==> src/lrh_pkg.sv <==
`timescale 1ns / 1ps
// ----------------------------------------------------------------------------
// lrh_pkg
// Shared types and fixed widths for the histogram largest-rectangle block.
// ----------------------------------------------------------------------------
package lrh_pkg;

  localparam int HEIGHT_W   = 32;
  localparam int OUT_AREA_W = 42;

  typedef enum logic [2:0] {
    ST_IDLE,
    ST_CMP,
    ST_POPRD,
    ST_SCORE,
    ST_DRAIN
  } lrh_state_e;

  typedef struct packed {
    logic push;
    logic pop;
  } lrh_stk_cmd_t;

  typedef struct packed {
    logic mul;
    logic cmp;
    logic clr;
  } lrh_area_cmd_t;

endpackage

==> src/lrh_area.sv <==
`timescale 1ns / 1ps
// ----------------------------------------------------------------------------
// lrh_area
// Shared area unit: one registered multiply, then a compare into best area.
// ----------------------------------------------------------------------------
module lrh_area import lrh_pkg::*; #(
  parameter int CNT_W  = 11,
  parameter int AREA_W = 43
) (
  input  logic                clk_i,
  input  logic                rst_ni,
  input  lrh_area_cmd_t       cmd_i,
  input  logic [HEIGHT_W-1:0] height_i,
  input  logic [CNT_W-1:0]    width_i,
  output logic [AREA_W-1:0]   best_o
);

  logic [AREA_W-1:0] prod_d;
  logic [AREA_W-1:0] prod_q;
  logic [AREA_W-1:0] best_q;

  assign prod_d = AREA_W'(height_i) * AREA_W'(width_i);

  always_ff @(posedge clk_i) begin
    if (cmd_i.mul) begin
      prod_q <= prod_d;
    end
  end

  always_ff @(posedge clk_i or negedge rst_ni) begin
    if (!rst_ni) begin
      best_q <= '0;
    end else if (cmd_i.clr) begin
      best_q <= '0;
    end else if (cmd_i.cmp && (prod_q > best_q)) begin
      best_q <= prod_q;
    end
  end

  assign best_o = best_q;

endmodule

==> config.mk <==
export PLATFORM = sky130hd
export DESIGN_NAME = lrh_area
export DESIGN_NICKNAME = d
export VERILOG_FILES = /design/src/lrh_pkg.sv /design/src/lrh_area.sv
export SDC_FILE = /design/constraint.sdc
export NUM_CORES = 1
export LEC_CHECK = 0
export BUFFER_PORTS_ARGS = -buffer_cell sky130_fd_sc_hd__buf_2
export CORE_MARGIN = 2
export CORE_UTILIZATION = 29
export DETAILED_ROUTE_END_ITERATION = 8
export GPL_TIMING_DRIVEN = 0
export PLACE_DENSITY = 0.49
export SLEW_MARGIN = 25
export SYNTH_ARGS = -nofsm -noshare
export SYNTH_HDL_FRONTEND = slang
export SYNTH_SLANG_ARGS = --single-unit
==> constraint.sdc <==
create_clock -name clk_i -period 2.5 [get_ports clk_i]
set_input_delay 0.5 -clock clk_i [delete_from_list [all_inputs] [get_ports clk_i]]
set_output_delay 0.5 -clock clk_i [all_outputs]
set_load 0.01 [all_outputs]
# Word-level counts from Yosys, hierarchy flattened
# Index checks and enable logic that the tools add are counted.
[totals]
n_memories = 0
rom_bits = 0
latchBits = 0
reg_bits = 86
word_cells = 8
ramBits = 0
output_inout_bits = 43
[classes]
eq_ne = 0
n_div = 0
n_reduce_logical = 2
mul = 1
muxes = 2
n_bitwise = 0
n_shift = 0
n_lt_le_gt_ge = 1
add_sub_neg = 0
[ops]
columns = ["op", "count"]
rows = [
  ["43-bit 2-to-1 mux", 2],
  ["43-bit greater-than comparator", 1],
  ["32-bit by 11-bit multiplier with 43-bit output", 1],
  ["2-bit nonzero test", 1],
  ["1-bit logical AND", 1],
]

# Depth between registers and ports, before layout
# Gate-level depths: netlist of run 1.
[depth]
word_depth = 4
ltp_mapped = 22
ltp_nobuf = 20

# Least setup slack after synthesis of run 1
# Ideal clock, no wire load.
[synth_path]
path_type = "in2reg"
from = "input port height_i[5]"
to = "register prod_q[37] (data pin)"
required_time_ns = 2.227
setup_time_ns = 0.273
cell_stages = 21
path_buffers = 2
path_slack_ns = -3.218
arrival_ns = 5.444
path_cell_list = "clkbuf_1 -> and2_1 -> fa_1 -> inv_1 -> fa_1 -> inv_1 -> fa_1 -> fa_1 -> inv_1 -> fa_1 -> inv_1 -> ha_1 -> clkbuf_2 -> o21ai_0 -> or2b_2 -> o311ai_2 -> o311a_1 -> or4_4 -> a21oi_1 -> or4b_2 -> o2111ai_1"
[synth_between]
elab_chain_len = 1
[synth_lines]
columns = ["item", "line", "source"]
rows = [
  ["start, declared", "lrh_area.sv:13", "input logic [HEIGHT_W-1:0] height_i,"],
  ["32-bit by 11-bit multiplier with 43-bit output", "lrh_area.sv:22", "assign prod_d = AREA_W'(height_i) * AREA_W'(width_i);"],
  ["net prod_d[37]", "lrh_area.sv:18", "logic [AREA_W-1:0] prod_d;"],
  ["end signal, assigned", "lrh_area.sv:26", "prod_q <= prod_d;"],
  ["end, declared", "lrh_area.sv:19", "logic [AREA_W-1:0] prod_q;"],
]
# The timed path passes the listed nets, and every way through them passes these cells.
# A chain may end at the register's enable or synchronous reset.

# Worst setup path in the final report of run 1
[layout_path]
from = "input port width_i[4]"
to = "register prod_q[42] (data pin)"
[layout_between]
elab_chain_len = 1
[layout_lines]
columns = ["item", "line", "source"]
rows = [
  ["start, declared", "lrh_area.sv:14", "input logic [CNT_W-1:0] width_i,"],
  ["32-bit by 11-bit multiplier with 43-bit output", "lrh_area.sv:22", ""],
  ["net prod_d[42]", "lrh_area.sv:18", ""],
]
# The timed path passes the listed nets, and every way through them passes these cells.

==> results of run 1 <==
[metrics by stage]
stage          area [um2]  hold slack, ns
2_1_floorplan       15900           0.204
3_3_place_gp        17200           0.551
3_5_place_dp        17200           0.552
4_1_cts             19200           0.182
5_1_grt             20600           0.202
6_report            20600           0.156
[critical path: cells and delay by family]
family / cells / cell delay (ns)
XOR/XNOR: 1 / 0.15
adder cells (fa/ha/maj): 6 / 2.71
AND/OR/NAND/NOR: 1 / 0.06
buffers and inverters: 9 / 0.95
AO/OA/AOI/OAI: 7 / 1.21
[worst paths after layout]
path,depth (start not counted),to,slack [ns],from
max in group asynchronous,1,best_o[18]$_DFFE_PN0P_,1.93,rst_ni
worst min-delay path,1,best_o[39]$_DFFE_PN0P_,0.16,rst_ni
worst max-delay path,24,prod_q[42]$_DFFE_PP_,-3.01,width_i[4]
worst min register to register,2,best_o[28]$_DFFE_PN0P_,0.55,prod_q[28]$_DFFE_PP_
min in group clk_i,2,best_o[28]$_DFFE_PN0P_,0.55,prod_q[28]$_DFFE_PP_
worst max register to register,9,best_o[30]$_DFFE_PN0P_,0.08,prod_q[18]$_DFFE_PP_
[cells in the mapped netlist (39+ instances only)]
cell	count
ha_1	124
nand2_1	221
mux2i_1	43
edfxtp_1	43
fa_1	269
and2_1	160
nand2b_1	90
a21oi_1	56
clkbuf_1	76
inv_1	299
a21o_1	39
dfrtp_1	43
[per-layer routing]
layer	vias up	part of all wire (%)	global-route usage (%)
met5	-	0	0
met4	0	2.3	4.09
met3	52	4.5	1.70
met2	316	47	28.3
met1	6199	46	23.7
li1	5585	-	-
[layout make-up]
cell class | instances | area (um2) | area share (%)
Buffer | 88 | 1230 | 5.99
Clock buffer | 11 | 233 | 1.13
Clock inverter | 5 | 60.1 | 0.292
Inverter | 299 | 1120 | 5.45
Multi-Input combinational cell | 1187 | 12900 | 62.4
Sequential cell | 86 | 2370 | 11.5
Tap cell | 688 | 861 | 4.18
Timing Repair Buffer | 217 | 1870 | 9.06
[sequential cells by signal, indices dropped and copies added (netlist names)]
register / cells
prod_q: 43
best_o: 43
[cells by family (layout without fill, tap and decap cells)]
family,Yosys count,after routing,synth area share (%)
DFF,86,86,15.3
muxes,43,43,2.78
buffers and inverters,389,620,9.82
and+or+nand+nor,546,546,18.1
xor gates and xnor gates,38,38,2.15
AOI/OAI and AO/OA,167,167,7.09
adders and majority gates,393,393,44.8
[cells in the final DEF, fill, tap and decap left out, types with 7 or more instances in the layout]
cell	synthesis	layout
inv_1	299	273
fa_1	269	241
nand2_1	221	196
and2_1	160	146
ha_1	124	94
buf_4	2	90
nand2b_1	90	90
buf_2	5	74
buf_6	2	44
mux2i_1	43	43
dfrtp_1	43	43
edfxtp_1	43	43
a21o_1	39	38
clkbuf_16	0	36
ha_4	0	30
a21oi_1	56	28
fa_2	0	28
inv_2	0	26
buf_8	0	24
nand4_1	21	21
a21oi_2	2	19
xnor2_1	27	19
nand2_2	0	17
clkbuf_1	76	15
and2_4	0	15
buf_12	0	15
nor2_1	25	13
a21oi_4	0	11
o21ai_0	22	11
clkbuf_8	3	9
xor2_1	11	9
nand3_1	11	9
nand2_4	0	8
xnor2_2	0	8
clkbuf_2	2	7
o21a_1	7	7
o21ai_2	0	7
nor2_2	0	7
[repair_timing]
action,CTS,global route
pin swaps,69,118
hold buffers,0,0
gates cloned,2,13
setup endpoints to repair,83,80
gates resized for setup,252,237
buffers inserted,60,57
==> flow_summary_export.csv, run 1 <==
group,metric,value,unit
status,outcome,"finished with violations",
status,failed_checks,"setup timing",
critical_path,crit_top_cell,"fa_1",
placement,gp_congestion,0.871,
grt,grt-ovfl-total,0,
sta,grt_setup_unrepaired,"true",
clock_network,cts_sinks,86,
critical_path,worst-setup-path-type,"in2reg",
die,initial_core_util,29.4,%
sta,tns,-92.35,ns
sta,relSlewSlack,39.8,%
placement,hpwlAfterDp,36600,um
die,die_area,55300,um2
route,drc,0,
route,drt_pass1_iterations,8,
synthesis,synthCells,1662,
grt,grt_start_max_net_pins,44,
critical_path,worst_setup_path_start_kind,"input pin",
route,ant_nets,0,
route,vias_per_cell,4.71,
critical_path,cp-end-kind,"flip-flop",
sta,setup_viol,39,
clock_network,cts-root-buf,"clkbuf_16",
sta,hold_violations,0,
critical_path,critical_path_arrival,5.58,ns
clock_network,cts_tree,"yes",
final_layout,fillers,5189,
sta,worst_slack,-3.01,ns
final_layout,areaGrowthSynthToFinish,33.0,%
die,die_x,235,um
synthesis,ys_ff_latch,86,
final_layout,antenna_cells,0,
critical_path,crit_required,2.57,ns
critical_path,crit_slowest_cell,"fa_1",
synthesis,synth_top_area_share,34.8,%
clock_network,clk_pin_slew,0.06,ns
die,rows,84,
job,cap_violations,0,
synthesis,synth_area,15500,um2
clock_network,insertion_delay,0.35,ns
route,avgRoutedWirePerCell,18.7,um
die,io_pins,91,
route,wirelength,48200,um
synthesis,synthDistinctLibCells,57,
synthesis,syn_nets,2103,
sta,timing.fmax,181,MHz
placement,place_inst,2439,
die,coreArea,52700,um2
synthesis,netlist.top_cell.by_area,"fa_1",
critical_path,path_max_fanout,6,
final_layout,final_nets,2329,
synthesis,synth-edff-count,43,
synthesis,async_reset_ff_share,50.0,%
final_layout,final_util,39.1,%
worst_hold_path,min_path_type,"in2async",
synthesis,ys.flop_type,"edfxtp_1",
sta,fin_crit,5.51,ns
grt,grt.total_usage,17.0,%
grt,grt_pass1_wl,74100,um
route,vias,12152,
die,die_y,235,um
critical_path,max_stage_delay,0.58,ns
clock_network,ctsLongestPathBuffers,2,
final_layout,fin_cells,2581,
sta,final.setup_skew,0.0139,ns
sta,worstMarginPinSlew,0.903,ns
grt,grt_pass1_vias,13158,
sta,final_max_slew_viol_count,0,
clock_network,h-tree-depth,3,
critical_path,crit_chain,"buf_12 > clkbuf_16 > buf_8 > nand2_4 > fa_2 > fa_1 > inv_2 > fa_1 > fa_1 > inv_2 > fa_1 > inv_2 > ha_4 > buf_8 > o21a_1 > o211ai_1 > buf_4 > a2111oi_4 > o22ai_2 > a21oi_2 > buf_6 > a21oi_4 > o41ai_2 > xnor2_1",
synthesis,synth_area_leaders,"fa_1 35%, ha_1 10%, edfxtp_1 8.3%",
route,dr.first_iter.drc_count,763,
placement,portBuffers,89,
synthesis,avgSynthCellArea,9.32,um2
clock_network,cts_buffers,9,
synthesis,yosysWarnings,0,
sta,fin_crit_sh,220,%
grt,antenna_found_initial,1,
placement,preCtsSetupSlack,-4.05,ns
final_layout,drive_gt1_share,28.1,%
synthesis,synth_seq_area_share,15.3,%
Power of run 1 is left out: the tool's default activity adds up to more than one toggle a clock period on the data nets, which glitch-free logic cannot reach.
==> run 2, diff against run 1 <==
- SKIP_CTS_REPAIR_TIMING: not set -> 1
==> run 2 against run 1 <==
Compared with the run above:
- count of clock-buffer cells in the layout is the same
- the flow still finishes with violations (setup timing)
- non-clock buffer count shrank 60
- worst hold slack lost 0.00090 ns
- utilization shrank 2.9 points
- maximum frequency shrank 1.7%
- global-route usage shrank 0.55 points
- die area is the same
- largest cell class unchanged
- critical path depth shrank 2
==> flow_summary_export.csv, run 2 (synthesis gave the netlist of run 1 again) <==
group,metric,value,unit
placement,dpl_cell_area,17200,um2
status,failed_checks,"setup timing",
sta,fin_crit,5.61,ns
job,cap_violations,0,
final_layout,mostFrequentLayoutCell,"inv_1",
sta,tns,-112.91,ns
sta,hold_violations,0,
placement,portBuffers,89,
final_layout,layout_common_cells,"286 x inv_1, 252 x fa_1, 210 x nand2_1",
route,drt_pass1_iterations,5,
sta,relSlewSlack,39.5,%
grt,grt_start_max_net_pins,44,
clock_network,cts_buffers,9,
placement,gp_congestion,0.871,
sta,worstMarginPinSlew,0.907,ns
clock_network,cts_tree,"yes",
die,initial_core_util,29.4,%
grt,grt_pass1_vias,12615,
placement,hpwlAfterDp,36600,um
sta,fin_crit_sh,224,%
placement,place_inst,2439,
status,outcome,"finished with violations",
final_layout,antenna_cells,0,
final_layout,fillers,5373,
critical_path,worst-setup-path-type,"in2reg",
critical_path,cp_top_family,"adder cells",
route,drc,0,
critical_path,crit_top_cell,"fa_1",
grt,antenna_found_initial,0,
final_layout,final_cell_area,19100,um2
sta,whs,0.156,ns
critical_path,crit_required,2.57,ns
grt,grt_pass1_wl,71500,um
clock_network,h-tree-depth,3,
clock_network,ctsLongestPathBuffers,2,
sta,grt_setup_unrepaired,"true",
die,die_y,235,um
die,io_pins,91,
die,coreArea,52700,um2
route,ant_nets,0,
grt,grt-ovfl-total,0,
critical_path,crit_chain,"buf_8 > buf_12 > buf_4 > nand2_2 > fa_1 > fa_1 > inv_2 > fa_1 > fa_1 > inv_2 > fa_1 > inv_2 > ha_4 > buf_8 > o21ai_2 > or2b_4 > o311ai_4 > o311a_4 > or4_4 > a21oi_4 > or4b_4 > o2111ai_2",
die,die_area,55300,um2
final_layout,areaGrowthSynthToFinish,23.2,%
sta,final_max_slew_viol_count,0,
critical_path,cp-end-kind,"flip-flop",
critical_path,worst_setup_path_start_kind,"input pin",
clock_network,insertion_delay,0.35,ns
sta,worst_slack,-3.11,ns
critical_path,path_buf_inv,7,
route,wirelength,45600,um
route,dr.first_iter.drc_count,702,
die,rows,84,
critical_path,critical_path_arrival,5.68,ns
final_layout,drive_gt1_share,20.8,%
worst_hold_path,min_path_type,"in2async",
critical_path,regToRegSetupSlack,-0.48,ns
clock_network,cts-root-buf,"clkbuf_16",
critical_path,max_stage_delay,0.59,ns
die,die_x,235,um
sta,final.setup_skew,0.0133,ns
critical_path,path_max_fanout,8,
final_layout,fin_cells,2521,
clock_network,cts_sinks,86,
sta,setup_viol,83,
final_layout,final_nets,2269,
route,vias,11724,
sta,timing.fmax,178,MHz
grt,grt.total_usage,16.4,%
critical_path,crit_slowest_cell,"or4_4",
clock_network,clk_pin_slew,0.06,ns
route,vias_per_cell,4.65,
route,avgRoutedWirePerCell,18.1,um
[run 2: changes by cell type in the layout (fill, tap and decap cells not counted), moves of 13 or more]
cell	before	now
buf_4	90	65
buf_6	44	20
clkbuf_16	36	12
nand2_1	196	210
inv_1	273	286
inv_2	26	13
[run 2: metal layers]
metal  vias up  share of wire (%)  global-route usage, %  wire [um]
li1       5459                  -                      -          -
met1      5928                 48                   23.6      21700
met2       292                 46                   26.9      21000
met3        45                4.3                   1.59       1960
met4         0                2.0                   3.49        892
met5         -                  0                      0          0
[run 2: area by class of cell]
cell class / instances / area [um2] / share of cell area [%]
sequential: 86 / 2370 / 12.4
inverter: 299 / 1120 / 5.88
timing repair buffer: 155 / 1160 / 6.10
buffer: 90 / 961 / 5.04
tap: 688 / 861 / 4.51
multi-input combinational: 1187 / 12300 / 64.5
clock inverter: 5 / 60.1 / 0.315
clock buffer: 11 / 233 / 1.22
[run 2: final timing paths]
| kind | from | to | cells past startpoint |
|---|---|---|---|
| worst min register to register | prod_q[28]$_DFFE_PP_ | best_o[28]$_DFFE_PN0P_ | 2 |
| worst min-delay path | rst_ni | best_o[39]$_DFFE_PN0P_ | 1 |
| worst max register to register | best_o[25]$_DFFE_PN0P_ | best_o[21]$_DFFE_PN0P_ | 10 |
| worst max-delay path | width_i[4] | prod_q[37]$_DFFE_PP_ | 22 |
| min in group clk_i | prod_q[28]$_DFFE_PP_ | best_o[28]$_DFFE_PN0P_ | 2 |
| max in group asynchronous | rst_ni | best_o[18]$_DFFE_PN0P_ | 1 |
[run 2: worst reg2reg max path, stage by stage, from the launching register on]
cell and delay, ns:
dfrtp_1 0.40, inv_1 0.06, ha_1 0.29, nand4_1 0.12
or3_1 0.41, nor2_1 0.28, a31oi_1 0.13, a31oi_1 0.19
clkbuf_1 0.38, buf_2 0.41, mux2i_1 0.24
[run 2: stage by stage]
step	worst slack [ns]	util (%)
floorplan	-3.06	-
CTS	-3.69	33.2
global route	-3.25	36.2
global placement	-4.04	32.7
finish	-3.11	36.2
detailed placement	-4.05	32.7
Power of run 2 is left out for the same reason.
==> run 3, diff against run 2 <==
- PLACE_DENSITY: 0.49 -> 0.47
- clock period: 2.5 -> 5.9 ns (I/O delays scaled with it)
==> run 3 against run 2 <==
Compared with the run above:
- the run still ends with setup timing left
- sequential share of layout area increased by 0.11 points
- clock skew down 0.0018 ns
- final area decreased by 0.89%
- first-iteration DRC count down 6.8%
- die area stayed put
- utilization is 0.32 points lower
- cell count shrank 0.20%
- routed wire length increased by 0.71%
- worst setup slack better by 2.7 ns
- largest cell class unchanged
==> flow_summary_export.csv, run 3 (synthesis gave the netlist of run 1 again) <==
group,metric,value,unit
status,outcome,"finished with violations",
status,failed_checks,"setup timing",
die,die_area,55300,um2
worst_hold_path,whs_path_depth,2,
job,cap_violations,0,
sta,fin_crit_sh,108,%
route,avgRoutedWirePerCell,18.3,um
final_layout,antenna_cells,0,
critical_path,worst_setup_path_start_kind,"input pin",
clock_network,cts_sinks,86,
final_layout,fillers,5370,
critical_path,crit_slowest_cell,"or4_4",
route,dr.first_iter.drc_count,654,
final_layout,drive_gt1_share,18.7,%
critical_path,cp_top_family,"adder cells",
sta,grt_setup_unrepaired,"true",
sta,whs,0.557,ns
die,die_y,235,um
critical_path,path_buf_inv,7,
grt,grt-ovfl-total,0,
final_layout,layout_common_cells,"289 x inv_1, 259 x fa_1, 213 x nand2_1",
route,drc,0,
clock_network,clk_pin_slew,0.07,ns
worst_hold_path,holdCritStartpoint,"prod_q[26]$_DFFE_PP_",
critical_path,worst-setup-path-type,"in2reg",
grt,antenna_found_initial,0,
clock_network,ctsLongestPathBuffers,2,
worst_hold_path,min_path_type,"reg2reg",
route,vias,11623,
sta,worst_slack,-0.443,ns
critical_path,r2r-start,"best_o[26]$_DFFE_PN0P_",
clock_network,cts_tree,"yes",
sta,final.setup_skew,0.0115,ns
sta,tns,-2.97,ns
sta,relSlewSlack,41.4,%
sta,final_max_slew_viol_count,0,
die,initial_core_util,29.4,%
clock_network,insertion_delay,0.35,ns
critical_path,max_stage_delay,0.59,ns
final_layout,final_cell_area,18900,um2
critical_path,critical_path_arrival,6.41,ns
route,ant_nets,0,
die,rows,84,
clock_network,cts_buffers,9,
critical_path,cp-end-kind,"flip-flop",
critical_path,crit_required,5.97,ns
critical_path,crit_start,"height_i[5]",
route,wirelength,45900,um
placement,portBuffers,89,
die,coreArea,52700,um2
clock_network,h-tree-depth,3,
clock_network,cts-root-buf,"clkbuf_16",
sta,setup_viol,15,
final_layout,mostFrequentLayoutCell,"inv_1",
placement,hpwlAfterDp,36900,um
critical_path,r2r_cells,10,
final_layout,final_nets,2264,
sta,worstMarginPinSlew,0.880,ns
final_layout,final_util,35.9,%
critical_path,path_depth,22,
sta,hold_violations,0,
grt,grt_pass1_vias,12096,
critical_path,crit_chain,"buf_6 > buf_8 > and2_4 > fa_1 > inv_2 > fa_1 > inv_2 > fa_1 > fa_1 > inv_2 > fa_1 > inv_2 > ha_4 > buf_8 > o21ai_1 > or2b_4 > o311ai_4 > o311a_4 > or4_4 > a21oi_2 > or4b_4 > o2111ai_2",
critical_path,crit_top_cell,"fa_1",
grt,grt_pass1_wl,70800,um
grt,grt.total_usage,16.4,%
placement,dpl_cell_area,17000,um2
placement,gp_congestion,0.842,
final_layout,areaGrowthSynthToFinish,22.1,%
grt,grt_start_max_net_pins,44,
critical_path,path_max_fanout,8,
sta,fin_crit,6.34,ns
sta,timing.fmax,158,MHz
die,io_pins,91,
route,vias_per_cell,4.62,
die,die_x,235,um
route,drt_pass1_iterations,5,
run 3: cell count changes in the layout (fill, tap and decap cells not counted), moves of 5 or more:
cell and delta:
ha_1 +6, fa_1 +7, a21oi_2 -6, buf_4 -5
clkbuf_8 -6, fa_2 -7, buf_6 +6, a21oi_1 +8
run 3: area by class of cell:
type	count	area [um2]	area share, %
Sequential cell	86	2370	12.5
Clock buffer	10	229	1.21
Clock inverter	6	85.1	0.450
Timing Repair Buffer	151	1140	6.03
Multi-Input combinational cell	1187	12100	64.2
Tap cell	688	861	4.55
Buffer	89	967	5.11
Inverter	299	1120	5.93
run 3: per-stage QoR:
step | cells | setup slack, ns
global placement | 2439 | -1.35
global route | 2516 | -0.551
CTS | 2455 | -1.00
finish | 2516 | -0.443
floorplan | 1662 | -0.343
detailed placement | 2439 | -1.37
run 3: final timing paths:
| path | endpoint | slack (ns) |
|---|---|---|
| max | prod_q[37]$_DFFE_PP_ | -0.44 |
| min | best_o[26]$_DFFE_PN0P_ | 0.56 |
| max reg2reg | best_o[17]$_DFFE_PN0P_ | 2.92 |
| min reg2reg | best_o[26]$_DFFE_PN0P_ | 0.56 |
| max in group asynchronous | best_o[21]$_DFFE_PN0P_ | 4.60 |
| min in group asynchronous | best_o[40]$_DFFE_PN0P_ | 0.84 |
run 3: worst reg2reg max path, delay by kind of cell, from the launching register on:
family	cells	cell delay, ns
adders and majority gates	1	0.30
and+or+nand+nor	3	0.82
DFF	1	0.39
buffers and inverters	3	0.82
muxes	1	0.24
AOI/OAI and AO/OA	2	0.31
run 3: per-layer routing:
metal	wire, um	track usage [%]	up-vias
met4	762	3.16	0
met3	1880	1.31	35
met5	0	0	-
met2	21200	26.6	279
li1	-	-	5451
met1	22100	24.1	5858
Power of run 3 is left out for the same reason.
